==> config.mk <==
export PLATFORM = sky130hd
export DESIGN_NAME = i2c_eeprom_page_write_sequencer
export DESIGN_NICKNAME = d
export VERILOG_FILES = /design/src/rtl/ieps_pkg.sv /design/src/rtl/ieps_core.sv /design/src/rtl/ieps_obuf.sv /design/src/rtl/i2c_eeprom_page_write_sequencer.sv
export SDC_FILE = /design/constraint.sdc
export NUM_CORES = 1
export LEC_CHECK = 0
export ABC_AREA = 1
export BUFFER_PORTS_ARGS = -buffer_cell sky130_fd_sc_hd__buf_2
export CAP_MARGIN = 10
export CORE_MARGIN = 2
export CORE_UTILIZATION = 55
export CTS_CLUSTER_SIZE = 10
export DETAILED_ROUTE_END_ITERATION = 8
export PLACE_DENSITY = 0.71
export RECOVER_POWER = 25
export SYNTH_ARGS = -nofsm -noshare
export SYNTH_HDL_FRONTEND = slang
export SYNTH_SLANG_ARGS = --single-unit
==> constraint.sdc <==
create_clock -name clk -period 6.4 [get_ports clk]
set_clock_uncertainty 0.1 [all_clocks]
set_input_delay 0.64 -clock clk [delete_from_list [all_inputs] [get_ports clk]]
set_output_delay 0.64 -clock clk [all_outputs]
set_load 0.005 [all_outputs]
==> src/rtl/ieps_pkg.sv <==
// shared types, constants and address helpers for the eeprom page write sequencer
`timescale 1ns / 1ps

package ieps_pkg;

  localparam int ADDR_WIDTH = 18;
  localparam int LEN_WIDTH  = 16;
  localparam int CFG_WIDTH  = 8;
  localparam int IDX_WIDTH  = 3;
  localparam int CHUNK_WIDTH = 9;
  localparam logic [3:0] MAX_PAGE_LOG2 = 4'd8;

  typedef enum logic [IDX_WIDTH-1:0] {
    REG_PAGE_SIZE_LOG2 = 3'd0,
    REG_ADDR_BYTES     = 3'd1,
    REG_HIGH_ADDR_BITS = 3'd2,
    REG_DEVICE_ADDR    = 3'd3,
    REG_POLL_ATTEMPTS  = 3'd4
  } reg_idx_t;

  typedef enum logic [1:0] {
    MODE_WRITE   = 2'd0,
    MODE_READ    = 2'd1,
    MODE_OUTCOME = 2'd2,
    MODE_TICK    = 2'd3
  } mode_t;

  typedef enum logic [1:0] {
    CMD_WRITE = 2'd0,
    CMD_POLL  = 2'd1,
    CMD_READ  = 2'd2,
    CMD_DONE  = 2'd3
  } cmd_t;

  typedef enum logic [4:0] {
    PH_IDLE  = 5'b00001,
    PH_WRITE = 5'b00010,
    PH_POLL  = 5'b00100,
    PH_TICK  = 5'b01000,
    PH_READ  = 5'b10000
  } phase_t;

  typedef struct packed {
    logic [3:0] page_size_log2;
    logic [1:0] addr_bytes;
    logic [1:0] high_addr_bits;
    logic [6:0] device_addr;
    logic [7:0] poll_attempts;
  } cfg_t;

  typedef struct packed {
    cmd_t        command;
    logic [6:0]  bus_addr;
    logic [15:0] addr_field;
    logic [15:0] byte_count;
    logic [15:0] source_offset;
    logic        status;
  } word_t;

  // device address with the memory address bits above the address bytes
  function automatic logic [6:0] bus_addr_of(logic [ADDR_WIDTH-1:0] pos, cfg_t cfg);
    logic [31:0] posx;
    logic [31:0] hi;
    logic [2:0]  mask;
    posx = 32'(pos);
    hi   = cfg.addr_bytes[1] ? (posx >> 16) : (posx >> 8);
    case (cfg.high_addr_bits)
      2'd0:    mask = 3'b000;
      2'd1:    mask = 3'b001;
      2'd2:    mask = 3'b011;
      default: mask = 3'b111;
    endcase
    return cfg.device_addr | {4'b0000, hi[2:0] & mask};
  endfunction

  // memory address bytes, low byte only in one-byte mode
  function automatic logic [15:0] addr_field_of(logic [ADDR_WIDTH-1:0] pos, cfg_t cfg);
    logic [31:0] posx;
    posx = 32'(pos);
    return cfg.addr_bytes[1] ? posx[15:0] : {8'h00, posx[7:0]};
  endfunction

endpackage

==> src/rtl/ieps_core.sv <==
// request state and per-word command generation
`timescale 1ns / 1ps

module ieps_core (
  input  logic                               clk,
  input  logic                               rst,
  input  logic                               accept,
  input  logic [1:0]                         mode,
  input  logic [ieps_pkg::ADDR_WIDTH-1:0]    mem_addr,
  input  logic [ieps_pkg::LEN_WIDTH-1:0]     length,
  input  logic                               trans_ok,
  input  ieps_pkg::cfg_t                     cfg,
  output logic                               res_valid,
  output ieps_pkg::word_t                    res
);

  ieps_pkg::phase_t                      phase, phase_next;
  logic [ieps_pkg::ADDR_WIDTH-1:0]       position, position_next;
  logic [ieps_pkg::LEN_WIDTH-1:0]        remaining, remaining_next;
  logic [15:0]                           buffer_offset, buffer_offset_next;
  logic [ieps_pkg::CHUNK_WIDTH-1:0]      chunk_length, chunk_length_next;
  logic [7:0]                            attempts_left, attempts_left_next;

  logic [ieps_pkg::ADDR_WIDTH-1:0]  adv_pos, ch_pos;
  logic [ieps_pkg::LEN_WIDTH-1:0]   adv_rem, ch_rem;
  logic [15:0]                      adv_off, ch_off;
  logic [3:0]                       lg;
  logic [ieps_pkg::CHUNK_WIDTH-1:0] page, cnt;
  logic [31:0]                      ch_posx;
  logic [7:0]                       att_dec;
  logic                             is_outcome;

  // position after a chunk completes
  assign adv_pos = ieps_pkg::ADDR_WIDTH'(32'(position) + 32'(chunk_length));
  assign adv_rem = ieps_pkg::LEN_WIDTH'(32'(remaining) - 32'(chunk_length));
  assign adv_off = 16'(32'(buffer_offset) + 32'(chunk_length));

  // next chunk starts from the request or from the advanced position
  assign ch_pos  = (phase == ieps_pkg::PH_POLL) ? adv_pos : mem_addr;
  assign ch_rem  = (phase == ieps_pkg::PH_POLL) ? adv_rem : length;
  assign ch_off  = (phase == ieps_pkg::PH_POLL) ? adv_off : 16'h0000;
  assign ch_posx = 32'(ch_pos);

  assign lg   = (cfg.page_size_log2 > ieps_pkg::MAX_PAGE_LOG2) ?
                ieps_pkg::MAX_PAGE_LOG2 : cfg.page_size_log2;
  assign page = ieps_pkg::CHUNK_WIDTH'(1) << lg;

  always_comb begin
    logic [ieps_pkg::CHUNK_WIDTH-1:0] to_end;
    to_end = page - (ch_posx[ieps_pkg::CHUNK_WIDTH-1:0] & (page - 1'b1));
    if (32'(to_end) > 32'(ch_rem)) begin
      cnt = ieps_pkg::CHUNK_WIDTH'(32'(ch_rem));
    end else begin
      cnt = to_end;
    end
  end

  assign att_dec    = attempts_left - 8'd1;
  assign is_outcome = (mode == ieps_pkg::MODE_OUTCOME);

  always_comb begin
    phase_next         = phase;
    position_next      = position;
    remaining_next     = remaining;
    buffer_offset_next = buffer_offset;
    chunk_length_next  = chunk_length;
    attempts_left_next = attempts_left;
    res_valid          = 1'b0;
    res                = '0;

    if (accept) begin
      case (phase)
        ieps_pkg::PH_IDLE: begin
          if (mode == ieps_pkg::MODE_WRITE) begin
            position_next      = mem_addr;
            remaining_next     = length;
            buffer_offset_next = 16'h0000;
            res_valid          = 1'b1;
            if (length == '0) begin
              res.command = ieps_pkg::CMD_DONE;
            end else begin
              chunk_length_next = cnt;
              phase_next        = ieps_pkg::PH_WRITE;
              res.command       = ieps_pkg::CMD_WRITE;
              res.bus_addr      = ieps_pkg::bus_addr_of(ch_pos, cfg);
              res.addr_field    = ieps_pkg::addr_field_of(ch_pos, cfg);
              res.byte_count    = 16'(cnt);
              res.source_offset = ch_off;
            end
          end else if (mode == ieps_pkg::MODE_READ) begin
            position_next      = mem_addr;
            remaining_next     = length;
            buffer_offset_next = 16'h0000;
            phase_next         = ieps_pkg::PH_READ;
            res_valid          = 1'b1;
            res.command        = ieps_pkg::CMD_READ;
            res.bus_addr       = ieps_pkg::bus_addr_of(mem_addr, cfg);
            res.addr_field     = ieps_pkg::addr_field_of(mem_addr, cfg);
            res.byte_count     = 16'(32'(length));
          end
        end
        ieps_pkg::PH_WRITE: begin
          if (is_outcome) begin
            res_valid = 1'b1;
            if (!trans_ok) begin
              phase_next  = ieps_pkg::PH_IDLE;
              res.command = ieps_pkg::CMD_DONE;
              res.status  = 1'b1;
            end else begin
              attempts_left_next = (cfg.poll_attempts == 8'd0) ? 8'd1 : cfg.poll_attempts;
              phase_next         = ieps_pkg::PH_POLL;
              res.command        = ieps_pkg::CMD_POLL;
              res.bus_addr       = ieps_pkg::bus_addr_of(position, cfg);
              res.byte_count     = 16'd1;
            end
          end
        end
        ieps_pkg::PH_POLL: begin
          if (is_outcome) begin
            if (trans_ok) begin
              position_next      = adv_pos;
              remaining_next     = adv_rem;
              buffer_offset_next = adv_off;
              res_valid          = 1'b1;
              if (adv_rem == '0) begin
                phase_next  = ieps_pkg::PH_IDLE;
                res.command = ieps_pkg::CMD_DONE;
              end else begin
                chunk_length_next = cnt;
                phase_next        = ieps_pkg::PH_WRITE;
                res.command       = ieps_pkg::CMD_WRITE;
                res.bus_addr      = ieps_pkg::bus_addr_of(ch_pos, cfg);
                res.addr_field    = ieps_pkg::addr_field_of(ch_pos, cfg);
                res.byte_count    = 16'(cnt);
                res.source_offset = ch_off;
              end
            end else begin
              attempts_left_next = att_dec;
              if (att_dec == 8'd0) begin
                phase_next  = ieps_pkg::PH_IDLE;
                res_valid   = 1'b1;
                res.command = ieps_pkg::CMD_DONE;
                res.status  = 1'b1;
              end else begin
                phase_next = ieps_pkg::PH_TICK;
              end
            end
          end
        end
        ieps_pkg::PH_TICK: begin
          if (mode == ieps_pkg::MODE_TICK) begin
            phase_next     = ieps_pkg::PH_POLL;
            res_valid      = 1'b1;
            res.command    = ieps_pkg::CMD_POLL;
            res.bus_addr   = ieps_pkg::bus_addr_of(position, cfg);
            res.byte_count = 16'd1;
          end
        end
        ieps_pkg::PH_READ: begin
          if (is_outcome) begin
            phase_next  = ieps_pkg::PH_IDLE;
            res_valid   = 1'b1;
            res.command = ieps_pkg::CMD_DONE;
            res.status  = !trans_ok;
          end
        end
        default: begin
          phase_next = ieps_pkg::PH_IDLE;
        end
      endcase
    end
  end

  always_ff @(posedge clk) begin
    if (rst) begin
      phase         <= ieps_pkg::PH_IDLE;
      position      <= '0;
      remaining     <= '0;
      buffer_offset <= '0;
      chunk_length  <= '0;
      attempts_left <= '0;
    end else begin
      phase         <= phase_next;
      position      <= position_next;
      remaining     <= remaining_next;
      buffer_offset <= buffer_offset_next;
      chunk_length  <= chunk_length_next;
      attempts_left <= attempts_left_next;
    end
  end

endmodule

==> src/rtl/ieps_obuf.sv <==
// output register with one skid entry
`timescale 1ns / 1ps

module ieps_obuf (
  input  logic            clk,
  input  logic            rst,
  input  logic            res_valid,
  input  ieps_pkg::word_t res,
  input  logic            out_stall,
  output logic            out_valid,
  output ieps_pkg::word_t out_word,
  output logic            full
);

  logic            ov, sv;
  ieps_pkg::word_t oword, sword;
  logic            drain;

  assign drain     = !ov || !out_stall;
  assign out_valid = ov;
  assign out_word  = oword;
  assign full      = sv;

  always_ff @(posedge clk) begin
    if (rst) begin
      ov <= 1'b0;
      sv <= 1'b0;
    end else if (drain) begin
      if (sv) begin
        ov <= 1'b1;
        sv <= res_valid;
      end else begin
        ov <= res_valid;
      end
    end else if (res_valid) begin
      sv <= 1'b1;
    end
  end

  always_ff @(posedge clk) begin
    if (drain) begin
      if (sv) begin
        oword <= sword;
        if (res_valid) begin
          sword <= res;
        end
      end else if (res_valid) begin
        oword <= res;
      end
    end else if (res_valid) begin
      sword <= res;
    end
  end

endmodule

==> src/rtl/i2c_eeprom_page_write_sequencer.sv <==
// top level of the i2c eeprom page write sequencer with ack polling
//
//   channel  direction  handshake            payload
//   in       to block   in_valid / in_stall  mode, mem_addr, length, trans_ok
//   out      from block out_valid / out_stall command, bus_addr, addr_field,
//                                            byte_count, source_offset, status
//   cfg      to block   cfg_we               cfg_index, cfg_data
//
// one word is taken per cycle while in_stall is low; its command word, if any,
// is registered in the output register or in its skid entry
// the state update and command build are one combinational pass between the
// request state registers and the output register
// in_stall rises only when the output register and its skid entry are both
// full, so one stalled result never blocks the next input word
// rst is synchronous; it clears the request state, the output queue and the
// config registers to their defaults
`timescale 1ns / 1ps

module i2c_eeprom_page_write_sequencer (
  input  logic                                  clk,
  input  logic                                  rst,
  // input word channel
  input  logic                                  in_valid,
  output logic                                  in_stall,
  input  logic [1:0]                            mode,
  input  logic [ieps_pkg::ADDR_WIDTH-1:0]       mem_addr,
  input  logic [ieps_pkg::LEN_WIDTH-1:0]        length,
  input  logic                                  trans_ok,
  // output word channel
  output logic                                  out_valid,
  input  logic                                  out_stall,
  output logic [1:0]                            command,
  output logic [6:0]                            bus_addr,
  output logic [15:0]                           addr_field,
  output logic [15:0]                           byte_count,
  output logic [15:0]                           source_offset,
  output logic                                  status,
  // config write port
  input  logic                                  cfg_we,
  input  logic [ieps_pkg::IDX_WIDTH-1:0]        cfg_index,
  input  logic [ieps_pkg::CFG_WIDTH-1:0]        cfg_data
);

  ieps_pkg::cfg_t  cfg;
  ieps_pkg::word_t res, out_word;
  logic            res_valid;
  logic            accept;
  logic            full;

  // config registers, indexes beyond the list are dropped
  always_ff @(posedge clk) begin
    if (rst) begin
      cfg.page_size_log2 <= 4'd3;
      cfg.addr_bytes     <= 2'd1;
      cfg.high_addr_bits <= 2'd0;
      cfg.device_addr    <= 7'd80;
      cfg.poll_attempts  <= 8'd10;
    end else if (cfg_we) begin
      case (cfg_index)
        ieps_pkg::REG_PAGE_SIZE_LOG2: cfg.page_size_log2 <= cfg_data[3:0];
        ieps_pkg::REG_ADDR_BYTES:     cfg.addr_bytes     <= cfg_data[1:0];
        ieps_pkg::REG_HIGH_ADDR_BITS: cfg.high_addr_bits <= cfg_data[1:0];
        ieps_pkg::REG_DEVICE_ADDR:    cfg.device_addr    <= cfg_data[6:0];
        ieps_pkg::REG_POLL_ATTEMPTS:  cfg.poll_attempts  <= cfg_data[7:0];
        default: begin
        end
      endcase
    end
  end

  // input is held off only while the skid entry is occupied
  assign in_stall = full;
  assign accept   = in_valid && !full;

  ieps_core u_core (
    .clk       (clk),
    .rst       (rst),
    .accept    (accept),
    .mode      (mode),
    .mem_addr  (mem_addr),
    .length    (length),
    .trans_ok  (trans_ok),
    .cfg       (cfg),
    .res_valid (res_valid),
    .res       (res)
  );

  ieps_obuf u_obuf (
    .clk       (clk),
    .rst       (rst),
    .res_valid (res_valid),
    .res       (res),
    .out_stall (out_stall),
    .out_valid (out_valid),
    .out_word  (out_word),
    .full      (full)
  );

  // unpack the output word onto the field ports
  assign command       = out_word.command;
  assign bus_addr      = out_word.bus_addr;
  assign addr_field    = out_word.addr_field;
  assign byte_count    = out_word.byte_count;
  assign source_offset = out_word.source_offset;
  assign status        = out_word.status;

endmodule
==> results of run 1 <==
[per-stage QoR]
step | setup WS, ns | power, mW
4_1_cts | 1.201 | 4.060
5_1_grt | 0.5858 | 4.276
2_1_floorplan | 1.351 | 2.456
6_report | 1.128 | 4.062
3_5_place_dp | 1.204 | 2.764
3_3_place_gp | 1.313 | 2.753
[cells in the mapped netlist (3+ instances only)]
library cell / number / area, µm²
mux2i_1: 3 / 30.03
xnor2_1: 7 / 61.31
a211oi_1: 5 / 37.54
nand2_1: 489 / 1836
nand3_1: 111 / 555.5
inv_1: 228 / 855.8
o21ai_1: 9 / 45.04
o21bai_1: 7 / 52.55
a31oi_1: 9 / 56.30
dfxtp_1: 96 / 1922
or2_2: 3 / 18.77
nor2_2: 6 / 37.54
nor2_4: 3 / 33.78
a21o_1: 6 / 45.04
nor4_1: 8 / 50.05
buf_2: 17 / 85.08
xor2_1: 11 / 96.34
buf_1: 5 / 18.77
inv_2: 6 / 22.52
fa_1: 3 / 60.06
a21oi_2: 5 / 43.79
nand3b_1: 8 / 60.06
nor2_1: 144 / 540.5
nand4_1: 23 / 143.9
ha_1: 44 / 550.5
o211ai_1: 17 / 127.6
a21oi_1: 107 / 535.5
o21ai_0: 145 / 725.7
nand2_2: 11 / 68.82
clkbuf_1: 28 / 105.1
clkinv_1: 6 / 22.52
a22oi_1: 7 / 52.55
nor3_1: 16 / 80.08
edfxtp_1: 116 / 3483
[power by group]
group / internal (mW) / leakage [nW] / total [mW] / switching [mW]
clock network: 0.744 / 0.349 / 1.30 / 0.555
registers: 1.55 / 1.97 / 1.64 / 0.0865
logic: 0.351 / 4.22 / 1.13 / 0.776
[cell families (layout without fill, tap and decap cells)]
family	Yosys count	count (layout)	synth area share (%)
xor gates and xnor gates	18	18	1.240
muxes	3	3	0.2363
DFF	212	212	42.52
adders and majority gates	47	47	4.804
buffers and inverters	296	406	9.263
other	0	1	0
and+or+nand+nor	832	832	27.85
AOI/OAI and AO/OA	326	326	14.09
[cell type report]
cell class	instances	area share (%)
Clock buffer	43	4.983
Tap cell	285	2.527
Multi-Input combinational cell	1226	43.53
Clock inverter	2	0.1773
Sequential cell	212	38.30
Timing Repair Buffer	121	4.079
Inverter	240	6.384
Antenna cell	1	0.01773
[critical path: cells and delay by family (launching register included)]
kind / cells / cell delay, ns
AND/OR/NAND/NOR: 20 / 2.33
adder cells (fa/ha/maj): 4 / 1.41
AO/OA/AOI/OAI: 3 / 0.58
flip-flops: 1 / 0.34
XOR/XNOR: 1 / 0.14
buffers and inverters: 2 / 0.09
[sequential cells by signal (all words and copies together) (netlist names), 5 cells and up]
register / cells
u_core.phase: 5
u_obuf.sword: 58
u_core.remaining: 16
u_core.position: 18
u_core.buffer_offset: 16
u_obuf.out_word: 58
u_core.attempts_left: 8
u_core.chunk_length: 9
cfg: 22
[routing by layer]
layer / GRT usage [%] / vias to the layer above / wire [µm]
met5: 0 / - / 0
met4: 6.422 / 0 / 682
met3: 5.056 / 46 / 3327
met2: 45.45 / 502 / 15520
met1: 46.31 / 5494 / 17460
li1: - / 5905 / -
[cells in the final DEF, fill, tap and decap left out, drive strengths merged, types with 11 or more instances in the layout]
cell,n
a21oi,112
buf,86
clkbuf,78
dfxtp,96
edfxtp,116
ha,44
inv,236
nand2,502
nand3,114
nand4,23
nor2,153
nor3,16
o211ai,17
o21ai,154
xor2,11
[worst max-delay path by stage]
stage                                  startpoint             endpoint  slack, ns  cells past startpoint
after floorplan           u_core.attempts_left[0]   u_obuf.out_word[0]       1.35                     13
after global placement     u_core.chunk_length[0]  u_obuf.out_word[19]       1.31                     30
after detailed placement   u_core.chunk_length[0]  u_obuf.out_word[19]       1.20                     30
after CTS                  u_core.chunk_length[0]  u_obuf.out_word[19]       1.20                     30
after global routing       u_core.chunk_length[0]  u_obuf.out_word[19]       0.59                     32
final                      u_core.chunk_length[0]  u_obuf.out_word[19]       1.13                     30
==> key figures, run 1 <==
GRT
  • Number of global-route vias before repair: 10630
  • Overflow after GRT: 0
  • Initial antenna violation count: 1
  • Global Route Usage Sum: approximately 30%
  • Largest net degree at the start of global routing: 62
  • First-pass GRT wire length: slightly below 60 mm

Hold path
  • Min-delay src: cfg_data[6]
  • Hold path endpoint: cfg[14]
  • Hold Crit Depth: 3
  • Hold Crit Class: primary input to flip-flop

STA
  • Slew Limit Headroom: -85.26%
  • Hold slack: ~0.25 ns
  • Clock period minus worst slack: around 5.3 ns
  • Final period utilization: between 80 and 90%
  • Count of final setup violators: 0
  • RSZ-0062 raised after global routing: false
  • Setup TNS: 0 ns
  • Worst slew pin tran: about 2.8 ns
  • Hold Violations, Final: 0
  • Final Max Tran Viols: between 100 and 150
  • Fmax: ~0.19 GHz

Cells and area
  • Nets: between 1500 and 2000
  • Post-layout util: around 62%
  • Area Growth Syn to Fin: 11.01%
  • Register area: about 0.0054 mm²
  • Layout cell share with drive strength beyond 1: 8.460%
  • Final Cell Area: around 0.014 mm²
  • Fillers: between 2000 and 2500
  • Multi-input logic area: ~0.0061 mm²
  • Finished Layout Cells: ~2100

Placed design
  • Post-placement cell area: around 0.013 mm²
  • Number of port buffers: ~110
  • Detailed Place HPWL: between 20 and 30 mm
  • GP Congestion: about 1
  • Placed Instances: 2084

Setup path
  • CP max stage delay: ~0.52 ns
  • Worst reg2reg path endpoint: u_obuf.out_word[19]
  • Max FO, Critical Path: 10
  • Crit path max-delay cell type: fa_1
  • Crit path top cell by count: nand2_1
  • WP data required: 6.59 ns
  • CP Capture Type: flip-flop
  • Worst endpoint data arrival time: about 5.5 ns
  • CP Launch Type: flip-flop
  • Critical path class: flip-flop to flip-flop
  • R2R setup slack: ~1.1 ns
  • Reg-to-reg startpoint: u_core.chunk_length[0]
  • Worst Reg-to-Reg Cells: 30

Synth
  • Mapped Nets: ~1800
  • Distinct cells, synth: 52
  • Register area share after synthesis: 42.52%
  • Synth warn: 0
  • Synth Flop Type: edfxtp_1
  • Number of flops mapped to enable cells by yosys: around 120
  • Post-synthesis register bit count: between 200 and 250
  • Post-synthesis cell area: about 0.013 mm²
  • Synthesized area per cell: between 7 and 8 µm²
  • Post-Synthesis Cells: about 1700
  • Asr flop ratio synth: 0%

Route
  • Vias per cell: between 5 and 6
  • Final wirelength: between 30 and 40 mm
  • Drt wl/cell: around 17 µm
  • Detailed-router iteration count before antenna repair: 6
  • First DRT Iteration DRCs: 1200
  • Drt drc: 0
  • Vias: approximately 12000
  • Remaining antenna violation count: 0

Clock tree
  • CTS tree: done
  • Post_cts resized: 0
  • Total CTS buffers: 25
  • CTS HTree Levels: 1
  • Clock Pin Slew Worst Setup and Hold Paths: 0.06 ns
  • Hold-fix buffers at CTS: 0
  • CTS sink count: between 200 and 250
  • Clock root buffer: clkbuf_16
  • Max clock buf depth: 3
  • Worst-Skew Late Latency: around 0.54 ns
  • Post-CTS Setup Inserts: 0

Floorplanning
  • Core Area: approximately 0.023 mm²
  • Die Ht: 156.0 µm
  • Die width: approximately 160 µm
  • Die area: 0.02434 mm²
  • FP Rows: 55
  • Ports: 113
  • Starting Density: approximately 56%

Power
  • Max VDD drop: ~0.18 mV
  • Lkg Pwr: approximately 6.5 nW
  • Pwr Density: 287.9 mW/mm²

Run
  • Max_cap viols: 3

Status
  • Failing checks: capacitance limit, slew limit
  • Status: finished with violations
Power figures use the tool's default switching activity.
==> run 2, diff against run 1 <==
==> constraint.sdc (replaced) <==
create_clock -name clk -period 5.32 [get_ports clk]
set_clock_uncertainty 0.1 [all_clocks]
set_input_delay 0.532 -clock clk [delete_from_list [all_inputs] [get_ports clk]]
set_output_delay 0.532 -clock clk [all_outputs]
set_load 0.005 [all_outputs]
==> run 2 against run 1 <==
  * The flow finishes with violations (capacitance limit)
  * Setup slack got worse by 0.74 ns
  * Via count fell by 1.1%
  * Power rose by 20%
  * Hold slack got worse by 0.088 ns
  * Die area did not move
==> key figures, run 2 (same netlist as run 1, synthesis figures left out) <==
Status
  • Status: finished with violations
  • Failing checks: capacitance limit

STA
  • Final period utilization: 92.73% (+10 points)
  • Slew Limit Headroom: 0.4015% (+86 points)
  • Hold slack: 0.1622 ns (-0.08798 ns)
  • Count of final setup violators: 0 (unchanged)
  • Final Max Tran Viols: 0 (-100%)
  • Final worst slack: 0.3870 ns (-0.7408 ns)
  • RSZ-0062 raised after global routing: false
  • Fmax: 0.2027 GHz (+6.9%)
  • Clock period minus worst slack: 4.933 ns (-0.3392 ns)
  • Setup TNS: 0 ns (unchanged)
  • Hold Violations, Final: 0 (unchanged)
  • Worst slew pin tran: 1.492 ns (-1.286 ns)

Hold path
  • Hold Crit Class: primary input to flip-flop

Placed design
  • Dpl ws: 0.1405 ns (-1.063 ns)
  • Detailed Place HPWL: 27.97 mm (-0.18%)
  • Post-placement cell area: 0.01350 mm² (+0.39%)
  • Number of port buffers: 112 (unchanged)
  • GP Congestion: 0.9891 (-0.60%)

Cells and area
  • Most frequent cells in the layout: nand2_1 (489), inv_1 (230), nor2_1 (144), o21ai_0 (142), edfxtp_1 (116)
  • Layout cell share with drive strength beyond 1: 8.846% (+0.39 points)
  • Final Cell Area: 0.01419 mm² (+0.59%)
  • Area Growth Syn to Fin: 11.67%
  • Nets: 1936 (+0.52%)
  • Commonest non-fill, non-tap cell in the layout: nand2_1
  • # diodes: 0 (-1)

Clock tree
  • Worst-Skew Late Latency: 0.53 ns (about the same)
  • Max clock buf depth: 3 (unchanged)
  • Total CTS buffers: 25 (unchanged)
  • Clock Pin Slew Worst Setup and Hold Paths: 0.06 ns (about the same)
  • Clock root buffer: clkbuf_16
  • CTS HTree Levels: 1 (unchanged)
  • CTS tree: done
  • CTS sink count: 212 (unchanged)

Route
  • First DRT Iteration DRCs: 1080 (-10%)
  • Drt wl/cell: 17.30 µm (-0.40%)
  • Vias per cell: 5.526 (-1.5%)
  • Drt drc: 0 (unchanged)
  • Detailed-router iteration count before antenna repair: 6 (unchanged)
  • Vias: 11820 (-1.1%)
  • Remaining antenna violation count: 0 (unchanged)
  • Final wirelength: 37.00 mm (about the same)

GRT
  • M1 GR Usage: 45.83% (-0.48 points)
  • Met3 usage: 6.389% (+1.3 points)
  • First-pass GRT wire length: 57.84 mm (-0.18%)
  • Most used routing layer: met1
  • Number of global-route vias before repair: 10740 (+1.0%)
  • Initial antenna violation count: 0 (-1)
  • Largest net degree at the start of global routing: 61 (-1.6%)
  • Global Route Usage Sum: 30.29% (-0.093 points)
  • Overflow after GRT: 0 (unchanged)
  • GRT met2 Usage: 44.69% (-0.76 points)

Power
  • Pwr Density: 342.6 mW/mm² (+19%)
  • Lkg Pwr: 6.583 nW (+0.67%)
  • Final Power: 4.863 mW (+20%)
  • Max VDD drop: 0.2193 mV (+20%)

Setup path
  • Crit path max-delay cell type: fa_2
  • CP Launch Type: flip-flop
  • Worst endpoint data arrival time: 5.10 ns (-0.36 ns)
  • Max FO, Critical Path: 7 (-3)
  • Critical path class: flip-flop to flip-flop
  • CP Capture Type: flip-flop
  • Crit path top cell by count: nand2_1
  • CP max stage delay: 0.43 ns (-0.09 ns)
  • WP data required: 5.49 ns (-1.10 ns)

Floorplanning
  • Ports: 113 (unchanged)
  • Starting Density: 56.14% (unchanged)
  • FP Rows: 55 (unchanged)
  • Core Area: 0.02264 mm² (unchanged)
  • Die Ht: 156.0 µm (unchanged)
  • Die area: 0.02434 mm² (unchanged)
  • Die width: 156.0 µm (unchanged)

Run
  • Max_cap viols: 1 (-2)
run 2: changes by cell type in the layout (fill, tap and decap cells not counted), sizes merged:
| cell | before | now |
|---|---|---|
| clkbuf | 78 | 85 |
| buf | 86 | 89 |
| diode | 1 | 0 |
run 2: routing by layer:
layer | vias up | share of wire (%)
met5 | - | 0
met4 | 0 | 1.9
met3 | 49 | 9.9
met2 | 467 | 41
met1 | 5382 | 47
li1 | 5922 | -
run 2: power breakdown:
| group | switching [mW] | internal, mW | leakage [nW] | total, mW |
|---|---|---|---|---|
| clock network | 0.646 | 0.890 | 0.344 | 1.54 |
| registers | 0.106 | 1.86 | 1.97 | 1.97 |
| logic | 0.929 | 0.428 | 4.27 | 1.36 |
| total | 1.68 | 3.18 | 6.58 | 4.86 |
run 2: final timing paths:
path,end,start,cells past startpoint,slack (ns)
worst max-delay path,u_obuf.out_word[24],u_core.chunk_length[0],30,0.39
worst min register to register,cfg[8],cfg[8],2,0.38
worst min-delay path,cfg[14],cfg_data[6],3,0.16
worst max register to register,u_obuf.out_word[24],u_core.chunk_length[0],30,0.39
run 2: layout make-up:
cell class                 count  area [µm²]
clock buffer                  43       703.2
clock inverter                 2       13.76
fill                        2084        8446
inverter                     240       900.9
multi-input combinational   1226        6168
sequential                   212        5408
tap                          285       356.6
timing repair buffer         131       644.4
run 2: stage by stage:
step,cells,util [%]
floorplan,1734,-
global placement,2091,59.61
detailed placement,2091,59.61
CTS,2136,62.78
global route,2139,62.70
finish,2139,62.70
run 2: critical path, delay by kind of cell, from the launching register on:
kind	cells	cell delay (ns)
and+or+nand+nor	21	2.25
adders and majority gates	4	1.26
AOI/OAI and AO/OA	3	0.42
DFF	1	0.35
buffers and inverters	1	0.16
xor gates and xnor gates	1	0.13
run 2: repair_timing:
| action | in CTS | in global routing |
|---|---|---|
| endpoints found under the setup margin | 0 | 27 |
| endpoints found under the hold margin | 0 | 0 |
| setup buffers | 0 | 3 |
| gates resized for setup | 0 | 11 |
| hold buffers | 0 | 0 |
==> run 3, diff against run 2 <==
--- a/config.mk
+++ b/config.mk
@@ -6,7 +6,7 @@
 export NUM_CORES = 1
 export LEC_CHECK = 0
 export ABC_AREA = 1
-export BUFFER_PORTS_ARGS = -buffer_cell sky130_fd_sc_hd__buf_2
+export BUFFER_PORTS_ARGS = -buffer_cell sky130_fd_sc_hd__buf_4
 export CAP_MARGIN = 10
 export CORE_MARGIN = 2
 export CORE_UTILIZATION = 55
==> run 3 against run 2 <==
  * The flow finishes with violations (capacitance limit, slew limit)
  * Power rose by 3.6%
  * Non-clock buffer count fell by 1
  * Combinational power barely moved
  * Count of clock-buffer cells in the layout fell by 1
  * Hold slack got worse by 0.037 ns
  * Critical path type unchanged
  * Largest power group unchanged
==> key figures, run 3 (same netlist as run 1, synthesis figures left out) <==
Floorplanning
  • Die width: 156.0 µm (unchanged)
  • Core Area: 0.02264 mm² (unchanged)
  • FP Rows: 55 (unchanged)
  • Starting Density: 56.14% (unchanged)
  • Die Ht: 156.0 µm (unchanged)
  • Die area: 0.02434 mm² (unchanged)
  • Ports: 113 (unchanged)

Route
  • Vias per cell: 5.612 (+1.6%)
  • Drt wl/cell: 17.86 µm (+3.2%)
  • Remaining antenna violation count: 0 (unchanged)
  • Detailed-router iteration count before antenna repair: 6 (unchanged)
  • Drt drc: 0 (unchanged)
  • Final wirelength: 38.20 mm (+3.2%)
  • First DRT Iteration DRCs: 1209 (+12%)
  • Vias: 12010 (+1.6%)

Setup path
  • CP Capture Type: flip-flop
  • CP max stage delay: 0.47 ns (+0.04 ns)
  • Max FO, Critical Path: 9 (+2)
  • Worst endpoint data arrival time: 5.10 ns (about the same)
  • Critical path class: flip-flop to flip-flop
  • Crit path top cell by count: nand2_1
  • Crit path max-delay cell type: or3b_2
  • WP data required: 5.51 ns (+0.02 ns)
  • CP Launch Type: flip-flop

GRT
  • First-pass GRT wire length: 59.82 mm (+3.4%)
  • Largest net degree at the start of global routing: 65 (+6.6%)
  • Global Route Usage Sum: 31.37% (+1.1 points)
  • Initial antenna violation count: 0 (unchanged)
  • Overflow after GRT: 0 (unchanged)
  • Number of global-route vias before repair: 10990 (+2.3%)

STA
  • Slew Limit Headroom: -81.27% (-82 points)
  • Final period utilization: 92.35% (-0.37 points)
  • Worst slew pin tran: 2.719 ns (+1.227 ns)
  • Count of final setup violators: 0 (unchanged)
  • Hold slack: 0.1248 ns (-0.03740 ns)
  • Final Max Tran Viols: 117 (+117)
  • Setup TNS: 0 ns (unchanged)
  • Hold Violations, Final: 0 (unchanged)
  • Fmax: 0.2035 GHz (+0.40%)
  • Final worst slack: 0.4067 ns (+0.01974 ns)
  • Clock period minus worst slack: 4.913 ns (-0.01974 ns)
  • RSZ-0062 raised after global routing: false

Placed design
  • Dpl ws: 0.1789 ns (+0.03840 ns)
  • Number of port buffers: 112 (unchanged)
  • Placed Instances: 2090 (-0.048%)
  • GP Congestion: 0.9860 (-0.31%)
  • Detailed Place HPWL: 28.69 mm (+2.6%)
  • Post-placement cell area: 0.01377 mm² (+2.0%)

Cells and area
  • # diodes: 0 (unchanged)
  • Most frequent cells in the layout: nand2_1 (489), inv_1 (230), o21ai_0 (145), nor2_1 (143), edfxtp_1 (116)
  • Nets: 1936 (unchanged)
  • Final Cell Area: 0.01453 mm² (+2.4%)
  • Layout cell share with drive strength beyond 1: 10.30% (+1.5 points)
  • Finished Layout Cells: 2139 (unchanged)
  • Area Growth Syn to Fin: 14.31%
  • Commonest non-fill, non-tap cell in the layout: nand2_1

Clock tree
  • Worst-Skew Late Latency: 0.54 ns (about the same)
  • Total CTS buffers: 26 (+4.0%)
  • CTS HTree Levels: 1 (unchanged)
  • CTS sink count: 212 (unchanged)
  • Clock Pin Slew Worst Setup and Hold Paths: 0.06 ns (about the same)
  • Clock root buffer: clkbuf_16
  • Max clock buf depth: 3 (unchanged)
  • CTS tree: done

Power
  • Lkg Pwr: 6.747 nW (+2.5%)
  • Max VDD drop: 0.2852 mV (+30%)
  • Pwr Density: 346.6 mW/mm² (+1.2%)

Run
  • Max_cap viols: 2 (+1)

Status
  • Failing checks: capacitance limit, slew limit
  • Status: finished with violations

Hold path
  • Hold Crit Class: primary input to flip-flop
==> run 3: timing repair <==
item,in CTS,in global routing
gates resized for setup,0,2
buffers inserted,0,3
hold buffers,0,0
endpoints found under the setup margin,0,27
==> run 3: report_power, final <==
group | internal (mW) | switching, mW
combinational | 0.451 | 0.939
clock | 0.993 | 0.685
sequential | 1.86 | 0.104
==> run 3: final timing paths <==
check                          from                  end  slack [ns]  depth (start not counted)
max          u_core.chunk_length[0]  u_obuf.out_word[17]        0.41                         31
min                     cfg_data[6]              cfg[14]        0.12                          3
max reg2reg  u_core.chunk_length[0]  u_obuf.out_word[17]        0.41                         31
min reg2reg                  cfg[8]               cfg[8]        0.38                          2
==> run 3: layout make-up <==
type	count	area [µm²]
Fill cell	2117	8110
Multi-Input combinational cell	1226	6146
Sequential cell	212	5405
Timing Repair Buffer	130	924.6
Inverter	240	900.9
Clock buffer	42	740.7
Tap cell	285	356.6
Clock inverter	4	56.30
==> run 3: critical path: cells and delay by family (launching register included) <==
kind,cells,cell delay [ns]
DFF,1,0.34
AOI/OAI and AO/OA,2,0.24
adders and majority gates,4,1.29
buffers and inverters,1,0.13
and+or+nand+nor,23,2.42
xor gates and xnor gates,1,0.13
==> run 3: per-layer routing <==
layer	global-route usage, %	wire (µm)	vias up
li1	-	-	5910
met1	46.14	17510	5572
met2	47.41	16240	476
met3	7.333	3699	47
met4	6.335	746	0
met5	0	0	-
==> run 3: through the flow <==
step	util [%]	power, mW
after floorplan	-	2.955
after global placement	60.82	3.342
after detailed placement	60.82	3.365
after CTS	64.34	5.036
after global routing	64.18	5.306
final	64.18	5.036
